**config.mk**
```make
export PLATFORM = sky130hd
export DESIGN_NAME = apcf_ctrl
export DESIGN_NICKNAME = d
export VERILOG_FILES = /design/src/hw/rtl/allpass_chain_filter_core_defines.svh /design/src/hw/rtl/apcf_pkg.sv /design/src/hw/rtl/apcf_ctrl.sv
export SDC_FILE = /design/constraint.sdc
export NUM_CORES = 1
export LEC_CHECK = 0
export BUFFER_PORTS_ARGS = -buffer_cell sky130_fd_sc_hd__buf_2
export CORE_UTILIZATION = 52
export DETAILED_ROUTE_END_ITERATION = 12
export GPL_TIMING_DRIVEN = 0
export PLACE_DENSITY = 0.78
export SLEW_MARGIN = 10
export SYNTH_ARGS = -nofsm -noshare
export SYNTH_HDL_FRONTEND = slang
export SYNTH_SLANG_ARGS = --single-unit
```
**constraint.sdc**
```tcl
create_clock -name aclk -period 2.8 [get_ports aclk]
set_input_delay 0.56 -clock aclk [delete_from_list [all_inputs] [get_ports aclk]]
set_output_delay 0.56 -clock aclk [all_outputs]
set_load 0.005 [all_outputs]
```
**src/hw/rtl/allpass_chain_filter_core_defines.svh**
```systemverilog
// Assertion macros for the allpass chain filter core.
// Used by the top level only; no other dependencies.
`ifndef ALLPASS_CHAIN_FILTER_CORE_DEFINES_SVH
`define ALLPASS_CHAIN_FILTER_CORE_DEFINES_SVH
`ifndef SYNTHESIS
// Check a property on aclk, held off while aresetn is low.
`define APCF_ASSERT(label, prop, msg) \
    label: assert property (@(posedge aclk) disable iff (!aresetn) prop) else $error(msg);
// Check a property on aclk, also during reset.
`define APCF_ASSERT_ALWAYS(label, prop, msg) \
    label: assert property (@(posedge aclk) prop) else $error(msg);
`else
`define APCF_ASSERT(label, prop, msg)
`define APCF_ASSERT_ALWAYS(label, prop, msg)
`endif
`endif

```
**src/hw/rtl/apcf_pkg.sv**
```systemverilog
// Shared types and constants of the allpass chain filter core.
// No dependencies; imported by every module of the block.
`default_nettype none
package apcf_pkg;

    localparam int MAX_STAGES = 2048;
    localparam int SAMPLE_W   = 24;
    localparam int CFG_W      = 12;
    localparam int IDX_W      = (MAX_STAGES > 1) ? $clog2(MAX_STAGES) : 1;
    localparam int COUNT_W    = $clog2(MAX_STAGES + 1);
    localparam int DIFF_W     = SAMPLE_W + 1;
    localparam int PROD_W     = 2 * SAMPLE_W + 1;
    localparam int Q_W        = PROD_W - SAMPLE_W + 1;
    localparam int SUM_W      = Q_W + 1;
    localparam int MEM_W      = 2 * SAMPLE_W;

    typedef enum logic [1:0] {
        ST_IDLE,
        ST_MUL,
        ST_ADD,
        ST_DONE
    } apcf_state_t;

    typedef struct packed {
        logic             start;     // latch new sample and coefficient
        logic             rd_first;  // read stage 0 instead of the next stage
        logic [IDX_W-1:0] stage_idx; // stage being worked on
        logic             mul_en;    // form difference and product
        logic             add_en;    // finish stage, write back its stores
        logic             load_out;  // move final stage output to the result register
    } apcf_cmd_t;

endpackage
`default_nettype wire

```
**src/hw/rtl/apcf_ctrl.sv**
```systemverilog
// Controller of the allpass chain filter: handshakes, stage sequencing, stage count register.
// Depends on apcf_pkg; drives apcf_datapath through apcf_cmd_t.
`default_nettype none
module apcf_ctrl
    import apcf_pkg::*;
(
    input  wire logic             aclk,
    input  wire logic             aresetn,
    input  wire logic             s_valid,
    output logic                  s_ready,
    output logic                  m_valid,
    input  wire logic             m_ready,
    input  wire logic             cfg_valid,
    output logic                  cfg_ready,
    input  wire logic [CFG_W-1:0] cfg_data,
    output apcf_cmd_t             cmd
);

    apcf_state_t        state_reg, state_next;
    logic [IDX_W-1:0]   stage_reg, stage_next;
    logic [IDX_W-1:0]   last_reg, last_next;
    logic [CFG_W-1:0]   cfg_reg, cfg_next;
    logic               m_valid_reg, m_valid_next;
    logic [COUNT_W-1:0] count_clamped;
    logic               is_last;
    logic               out_free;

    assign is_last  = stage_reg == last_reg;
    assign out_free = !m_valid_reg || m_ready;

    // Clamp the stage count to 1..MAX_STAGES.
    always_comb begin
        if (cfg_reg == '0) begin
            count_clamped = COUNT_W'(1);
        end else if (int'(cfg_reg) > MAX_STAGES) begin
            count_clamped = COUNT_W'(MAX_STAGES);
        end else begin
            count_clamped = COUNT_W'(cfg_reg);
        end
    end

    // Next state
    always_comb begin
        state_next = state_reg;
        case (state_reg)
            ST_IDLE: begin
                if (s_valid) state_next = ST_MUL;
            end
            ST_MUL:  state_next = ST_ADD;
            ST_ADD: begin
                state_next = is_last ? ST_DONE : ST_MUL;
            end
            ST_DONE: begin
                if (out_free) state_next = ST_IDLE;
            end
            default: state_next = ST_IDLE;
        endcase
    end

    // Outputs
    always_comb begin
        s_ready       = 1'b0;
        cmd.start     = 1'b0;
        cmd.rd_first  = 1'b0;
        cmd.mul_en    = 1'b0;
        cmd.add_en    = 1'b0;
        cmd.load_out  = 1'b0;
        cmd.stage_idx = stage_reg;
        case (state_reg)
            ST_IDLE: begin
                s_ready      = 1'b1;
                cmd.start    = s_valid;
                cmd.rd_first = 1'b1;
            end
            ST_MUL:  cmd.mul_en = 1'b1;
            ST_ADD:  cmd.add_en = 1'b1;
            ST_DONE: cmd.load_out = out_free;
            default: s_ready = 1'b0;
        endcase
    end

    always_comb begin
        stage_next   = stage_reg;
        last_next    = last_reg;
        cfg_next     = cfg_valid ? cfg_data : cfg_reg;
        m_valid_next = m_valid_reg;
        if (cmd.start) begin
            stage_next = '0;
            last_next  = IDX_W'(count_clamped - COUNT_W'(1));
        end else if (cmd.add_en && !is_last) begin
            stage_next = stage_reg + IDX_W'(1);
        end
        if (cmd.load_out) begin
            m_valid_next = 1'b1;
        end else if (m_valid_reg && m_ready) begin
            m_valid_next = 1'b0;
        end
    end

    always_ff @(posedge aclk) begin
        if (!aresetn) begin
            state_reg   <= ST_IDLE;
            stage_reg   <= '0;
            last_reg    <= '0;
            cfg_reg     <= CFG_W'(1);
            m_valid_reg <= 1'b0;
        end else begin
            state_reg   <= state_next;
            stage_reg   <= stage_next;
            last_reg    <= last_next;
            cfg_reg     <= cfg_next;
            m_valid_reg <= m_valid_next;
        end
    end

    assign cfg_ready = 1'b1;
    assign m_valid   = m_valid_reg;

endmodule
`default_nettype wire

```
==> reports/results.ini, run 1 <==
[global_route]
grt_busiest_layer=met2
track_usage_pct=22.5
met1_usage_pct=28.5
use_met2_pct=36.7
grt_max_degree=13
antenna_found_initial=0
grt_util_met3_pct=4.41
first_global_vias=1597
grt-ovfl-total=0
grt_pass1_wl_um=6980

[final_layout]
fill_cells=313
antenna_cells=0
fin_nets=284
final_common_cell=dfxtp_1
area_delta_synth_final_pct=16.9
fin_cells=312
most-common-layout-cells=dfxtp_1, buf_2, nor2_1
largest_register_ffs=12
drive_above_1_share_pct=19.2

[die]
fp.dieH_um=62.3
dieWidth_um=62.3
die-area_um2=3880
rows=21
initial_core_util_pct=55.4
pin_count=36
core-area_um2=3420

[pwr]
leakage_uw=0.000897
irDropWorstVdd_v=0.000434
power_density_nw_per_um2=558

[sta]
rsz0062_at_grt=false
setup_viol=0
maxSlewHeadroom_pct=59.3
finalClockSkew_ns=0.0123
setup_tns_ns=0
hold_violations=0
worst_pin_slew_ns=0.610
max_freq_ghz=0.397
fin_crit_sh_pct=90.0
slew_viol_final=0
layout_min_cycle_time_ns=2.52

[clocking]
cts_buffer_depth=2
cts-root-buf=clkbuf_4
ctsHoldBuffers=0
numCtsBuffers=5
h-tree-depth=2
insertion_delay_ns=0.35
cts.sinks=37
cts_setup_buffers=0
cts.repair.resized=0
clkTransAtPathRegs_ns=0.11
cts_tree=built

[worst_hold_path]
hp-class=in -> reg
holdPathStages=3
min_from=cfg_data[0]

[setup_path]
worstPathRequired_ns=3.03
startpoint_type=register
critical_path_class=reg -> reg
end_kind=register
path_max_fanout=10
arrival_ns=2.75
r2r_cells=8
cp-startpoint=cfg_reg[11]
timing.rr.start=cfg_reg[11]

[place]
place_congestion=0.897
dp_cells=304
portBuffers=32
dpl.hpwl_um=3000

[synthesis]
syn_inst=226
ys_seq_area_share_pct=39.2
syn_area_um2=1890
synth_cell_type_count=44
ys_warn_count=0
avgSynthCellArea_um2=8.37
synth_seq_cells=37
synth_nets=245

[drt]
via_count=1720
drtIter0Drc=103
post_drt_wl_per_cell_um=12.9
viasPerCell=5.51
routed_wl_um=4020
remaining_drc_errors=0
drt_first_pass_iters=4
ant_nets=0

[job]
timing.max_cap.violations=0

[outcome]
status=finished, final reports clean

-- power by group --
| part | switching [µW] | internal, µW | total [µW] |
|---|---|---|---|
| sequential | 28.2 | 554 | 583 |
| clock | 181 | 276 | 457 |
| combinational | 107 | 87.3 | 195 |
| total | 316 | 918 | 1230 |
-- cells by family (layout without fill, tap and decap cells) --
logic type / count (synthesis) / count (layout) / synth area share (%)
xor+xnor: 15 / 15 / 6.94
simple gates: 89 / 89 / 24.7
compound gates: 50 / 50 / 16.5
buf+inv: 20 / 60 / 4.83
fa+ha+maj: 2 / 2 / 1.32
mux: 12 / 12 / 6.35
flops: 37 / 37 / 39.2
other cells: 1 / 1 / 0.198
-- layout make-up --
class | count | area, µm² | share of cell area, %
Buffer | 13 | 65.1 | 2.94
Timing Repair Buffer | 32 | 160 | 7.24
Multi-Input combinational cell | 169 | 1060 | 47.9
Clock inverter | 3 | 65.1 | 2.94
Inverter | 7 | 26.3 | 1.19
Clock buffer | 5 | 37.5 | 1.70
Sequential cell | 37 | 741 | 33.5
Tap cell | 46 | 57.6 | 2.60
-- per-layer routing --
metal / up-vias / wire length (µm)
met3: 8 / 195
met2: 44 / 1820
met5: - / 0
met4: 0 / 62
met1: 774 / 1940
li1: 894 / -
-- metrics by stage --
stage               util [%]  power [µW]  area, µm²  worst slack [ns]  hold WS (ns)
floorplan                  -         734       1890             0.694         0.446
global placement        61.8         784       2110             0.357         0.478
detailed placement      61.8         787       2110             0.360         0.477
CTS                     64.8        1240       2210             0.343         0.418
global route            64.8        1300       2210             0.134         0.413
finish                  64.8        1230       2210             0.281         0.423
-- synthesized netlist by cell type (all sizes together) --
cell type,instances,area (µm²)
a211oi,3,22.5
a21o,1,7.51
a21oi,14,70.1
a22o,2,17.5
a22oi,1,7.51
a2bb2oi,1,8.76
a311oi,1,8.76
a31oi,4,25.0
a32oi,1,8.76
a41oi,1,8.76
and3,2,12.5
and4,2,17.5
buf,8,46.3
clkbuf,5,18.8
clkinv,1,3.75
conb,1,3.75
dfxtp,37,741
ha,2,25.0
inv,6,22.5
mux2i,12,120
nand2,17,63.8
nand3,7,35.0
nand4,3,18.8
nor2,26,97.6
nor2b,4,25.0
nor3,6,35.0
nor3b,1,7.51
nor4,5,43.8
nor4b,1,8.76
o211ai,2,15.0
o21ai,13,65.1
o31ai,5,37.5
o41ai,1,8.76
or2b,1,7.51
or3,8,50.1
or4,6,45.0
xnor2,14,123
xor2,1,8.76
-- worst paths after layout --
check	end	slack, ns
max	last_reg[10]	0.28
min	cfg_reg[0]	0.42
max reg2reg	last_reg[10]	0.28
min reg2reg	last_reg[7]	0.49
-- worst max-delay path, stage by stage, from the launching register on --
cell      delay [ns]
dfxtp_1         0.36
clkbuf_1        0.37
inv_1           0.25
nand2_1         0.12
ha_1            0.28
inv_1           0.13
or4_1           0.52
a32oi_1         0.27
a21oi_1         0.10
(Power assumes the default switching activity.)
==> run 2, diff against run 1 <==
--- a/config.mk
+++ b/config.mk
@@ -6,10 +6,10 @@
 export NUM_CORES = 1
 export LEC_CHECK = 0
 export BUFFER_PORTS_ARGS = -buffer_cell sky130_fd_sc_hd__buf_2
-export CORE_UTILIZATION = 52
+export CORE_UTILIZATION = 49
 export DETAILED_ROUTE_END_ITERATION = 12
 export GPL_TIMING_DRIVEN = 0
-export PLACE_DENSITY = 0.78
+export PLACE_DENSITY = 0.77
 export SLEW_MARGIN = 10
 export SYNTH_ARGS = -nofsm -noshare
 export SYNTH_HDL_FRONTEND = slang
==> constraint.sdc (replaced) <==
create_clock -name aclk -period 2.11 [get_ports aclk]
set_input_delay 0.422 -clock aclk [delete_from_list [all_inputs] [get_ports aclk]]
set_output_delay 0.422 -clock aclk [all_outputs]
set_load 0.02 [all_outputs]
==> run 2 against run 1 <==
- flip-flop and latch count unchanged
- routed wire length increased by 3.7%
- via count grew 1.2%
- register-to-register slack worse by 0.21 ns
- critical endpoint is now last_reg[4]
- sequential power rose by 34%
- largest cell class unchanged
- non-clock buffer count unchanged
==> reports/results.ini, run 2 (synthesized netlist as in run 1, its figures left out) <==
[outcome]
status=finished, final reports clean

[sta]
fin_crit_sh_pct=96.7
layout_min_cycle_time_ns=2.04
slew_viol_final=0
finalClockSkew_ns=0.00467
worst_pin_slew_ns=0.583
hold_violations=0
setup_viol=0
maxSlewHeadroom_pct=61.1
post-route-worst-setup-slack_ns=0.0704
whs_ns=0.369
max_freq_ghz=0.490

[global_route]
grt_max_degree=18
first_global_vias=1604
track_usage_pct=22.0
grt_pass1_wl_um=7080
antenna_found_initial=0
grt-ovfl-total=0

[setup_path]
arrival_ns=2.22
startpoint_type=register
path_max_fanout=6
end_kind=register
critical_path_class=reg -> reg
worstPathRequired_ns=2.29
r2r_cells=9

[final_layout]
fin_cells=313
fin_nets=284
most-common-layout-cells=buf_2, dfxtp_1, nor2_1
largest_register_ffs=12
fill_cells=334
antenna_cells=0
final_common_cell=buf_2
drive_above_1_share_pct=23.0
area_delta_synth_final_pct=19.4

[pwr]
irDropWorstVdd_v=0.000439
p_total_uw=1560
leakage_uw=0.000901
power_density_nw_per_um2=689

[clocking]
cts-root-buf=clkbuf_8
insertion_delay_ns=0.28
h-tree-depth=2
cts_tree=built
cts.sinks=37
cts_buffer_depth=2
clkTransAtPathRegs_ns=0.07
numCtsBuffers=5

[die]
pin_count=36
rows=22
initial_core_util_pct=51.3
dieWidth_um=64.1
die-area_um2=4110
fp.dieH_um=64.1
core-area_um2=3690

[place]
portBuffers=32
place_congestion=0.938
dp_cells=306
dpl.hpwl_um=3100
pre_cts_ws_ns=-0.333

[drt]
via_count=1740
ant_nets=0
remaining_drc_errors=0
drtIter0Drc=144
drt_first_pass_iters=4
viasPerCell=5.56
post_drt_wl_per_cell_um=13.3
routed_wl_um=4170

[job]
timing.max_cap.violations=0

[worst_hold_path]
holdPathStages=3
hp-class=in -> reg

run 2: changes by cell type in the layout (fill, tap and decap cells not counted), sizes merged:
cell / delta
buf: +2
bufinv: -2
clkinv: -1
run 2: final cells by class:
| cell class | count | area [µm²] | share of cell area (%) |
|---|---|---|---|
| buffer | 11 | 60.1 | 2.66 |
| timing repair buffer | 34 | 175 | 7.75 |
| sequential | 37 | 748 | 33.1 |
| clock buffer | 7 | 86.3 | 3.82 |
| multi-input combinational | 169 | 1100 | 48.8 |
| inverter | 7 | 26.3 | 1.16 |
| tap | 48 | 60.1 | 2.66 |
run 2: worst paths after layout:
path                                   from     endpoint  slack, ns
worst max-delay path            cfg_reg[10]  last_reg[4]       0.07
worst min-delay path            cfg_data[0]   cfg_reg[0]       0.37
worst max register to register  cfg_reg[10]  last_reg[4]       0.07
worst min register to register  last_reg[7]  last_reg[7]       0.47
run 2: power by group:
group          internal [µW]  leakage (µW)  switching (µW)
clock network            259     0.0000443             230
logic                    128      0.000552             159
registers                737      0.000305            43.3
total                   1120      0.000901             433
run 2: repair_timing:
action / 4_1_cts / 5_1_grt
setup buffers: 1 / 1
cloned: 0 / 0
resized for setup: 8 / 7
pin swaps: 1 / 4
hold buffers: 0 / 0
endpoints found under the setup margin: 5 / 12
run 2: stage by stage:
stage          setup TNS (ns)  cell area [µm²]  util, %
2_1_floorplan               0             1890        -
3_3_place_gp            -1.06             2110     57.3
3_5_place_dp            -1.06             2110     57.3
4_1_cts                     0             2240     60.7
5_1_grt              -0.00810             2260     61.3
6_report                    0             2260     61.3
run 2: per-layer routing:
metal / track usage [%] / routed length, µm / up-vias
li1: - / - / 891
met1: 26.9 / 1880 / 794
met2: 37.2 / 2040 / 48
met3: 4.82 / 195 / 7
met4: 8.61 / 53 / 0
met5: 0 / 0 / -
run 2: worst max-delay path, cell delays in order, from the launching register on:
cell and delay (ns):
dfxtp_1 0.37, nor4_4 0.34, nand3_2 0.14, a21o_1 0.22, ha_4 0.19, inv_1 0.13
nor2_1 0.07, a21oi_1 0.16, a22oi_1 0.11, a22o_1 0.21
==> run 3, diff against run 2 <==
--- a/config.mk
+++ b/config.mk
@@ -6,10 +6,11 @@
 export NUM_CORES = 1
 export LEC_CHECK = 0
 export BUFFER_PORTS_ARGS = -buffer_cell sky130_fd_sc_hd__buf_2
-export CORE_UTILIZATION = 49
+export CORE_UTILIZATION = 45
 export DETAILED_ROUTE_END_ITERATION = 12
 export GPL_TIMING_DRIVEN = 0
-export PLACE_DENSITY = 0.77
+export MAX_ROUTING_LAYER = met4
+export PLACE_DENSITY = 0.7
 export SLEW_MARGIN = 10
 export SYNTH_ARGS = -nofsm -noshare
 export SYNTH_HDL_FRONTEND = slang
==> run 3 against run 2 <==
- flip-flop and latch count unchanged
- total power fell by 1.1%
- maximum frequency fell by 0.83%
- final area decreased by 0.78%
- clock power decreased by 3%
- worst hold slack worse by 0.033 ns
- clock-buffer cell count fell by 2
- sequential power barely moved
- largest power group unchanged
- cell count is the same
==> reports/results.ini, run 3 (synthesized netlist as in run 1, its figures left out) <==
[drt]
post_drt_wl_per_cell_um=13.5
ant_nets=0
drtIter0Drc=118
drt_first_pass_iters=4
routed_wl_um=4230
viasPerCell=5.42
remaining_drc_errors=0
via_count=1698

[global_route]
track_usage_pct=21.7
grt_pass1_wl_um=6930
grt-ovfl-total=0
antenna_found_initial=0
first_global_vias=1495
grt_max_degree=18

[place]
portBuffers=32
pre_cts_ws_ns=-0.349
dp_cells=308
dpl.hpwl_um=3100
place_congestion=0.906

[die]
rows=23
core-area_um2=4030
fp.dieH_um=66.8
die-area_um2=4470
dieWidth_um=66.8
pin_count=36
initial_core_util_pct=47.0

[setup_path]
critical_path_class=reg -> reg
worstPathRequired_ns=2.31
arrival_ns=2.25
path_max_fanout=6
end_kind=register
startpoint_type=register

[pwr]
leakage_uw=0.000891
p_total_uw=1540
power_density_nw_per_um2=687
irDropWorstVdd_v=0.000482

[clocking]
h-tree-depth=2
numCtsBuffers=5
cts-root-buf=clkbuf_8
cts_tree=built
clkTransAtPathRegs_ns=0.07
insertion_delay_ns=0.30
cts.sinks=37
ctsHoldBuffers=0
cts_buffer_depth=2

[sta]
layout_min_cycle_time_ns=2.06
slew_viol_final=0
whs_ns=0.337
worst_pin_slew_ns=0.602
post-route-worst-setup-slack_ns=0.0534
fin_crit_sh_pct=97.5
finalClockSkew_ns=0.00303
maxSlewHeadroom_pct=59.9
hold_violations=0
setup_viol=0
max_freq_ghz=0.486
rsz0062_at_grt=true

[final_layout]
most-common-layout-cells=buf_2, dfxtp_1, nor2_1
fill_cells=386
area_delta_synth_final_pct=18.5
fin_cells=313
antenna_cells=0
drive_above_1_share_pct=22.1
fin_util_pct=55.7
largest_register_ffs=12
fin_nets=283

[outcome]
status=finished, final reports clean

[job]
timing.max_cap.violations=0

[worst_hold_path]
hp-class=in -> reg

[run 3: changes by cell type in the layout (fill, tap and decap cells not counted), sizes merged]
cell,delta
buf,-2
clkbuf,-1
clkinv,+1
[run 3: repair_timing]
action	in CTS	in global routing
cloned	0	0
buffers inserted	1	0
gates resized for setup	9	3
pin swaps	1	1
endpoints found under the setup margin	5	11
[run 3: area by class of cell]
cell class	count	area [µm²]	area share, %
Buffer	11	60.1	2.68
Timing Repair Buffer	33	168	7.48
Clock inverter	1	5.00	0.223
Inverter	7	26.3	1.17
Clock buffer	5	68.8	3.07
Multi-Input combinational cell	169	1110	49.4
Sequential cell	37	743	33.1
Tap cell	50	62.6	2.79
[run 3: routing by layer]
| metal | part of all wire (%) | vias to the layer above | global-route usage [%] |
|---|---|---|---|
| met3 | 3.9 | 7 | 5.31 |
| met4 | 1.8 | 0 | 11.4 |
| met1 | 47 | 767 | 25.3 |
| li1 | - | 889 | - |
| met5 | 0 | - | - |
| met2 | 48 | 35 | 34.3 |
[run 3: through the flow]
stage / TNS, ns / area (µm²)
floorplan: 0 / 1890
global placement: -1.07 / 2110
detailed placement: -1.16 / 2110
CTS: 0 / 2220
global route: -0.0578 / 2240
finish: 0 / 2240
[run 3: worst max-delay path: stages (launching register included)]
cell and delay, ns:
dfxtp_1 0.37, nor4_4 0.34, nand3_2 0.17, a21o_1 0.25, ha_4 0.19, inv_2 0.09
nor2_1 0.05, a21oi_1 0.16, a22oi_1 0.12, a22o_1 0.21
[run 3: final timing paths]
check / depth (start not counted) / to / startpoint / slack [ns]
min reg2reg: 2 / last_reg[7] / last_reg[7] / 0.50
max: 9 / last_reg[4] / cfg_reg[10] / 0.05
max reg2reg: 9 / last_reg[4] / cfg_reg[10] / 0.05
min: 3 / cfg_reg[0] / cfg_data[0] / 0.34
[run 3: power breakdown]
group | switching (µW) | internal [µW] | total, µW | leakage, µW
Clock | 255 | 217 | 472 | 0.0000399
Sequential | 43.8 | 736 | 780 | 0.000304
Combinational | 160 | 127 | 288 | 0.000547
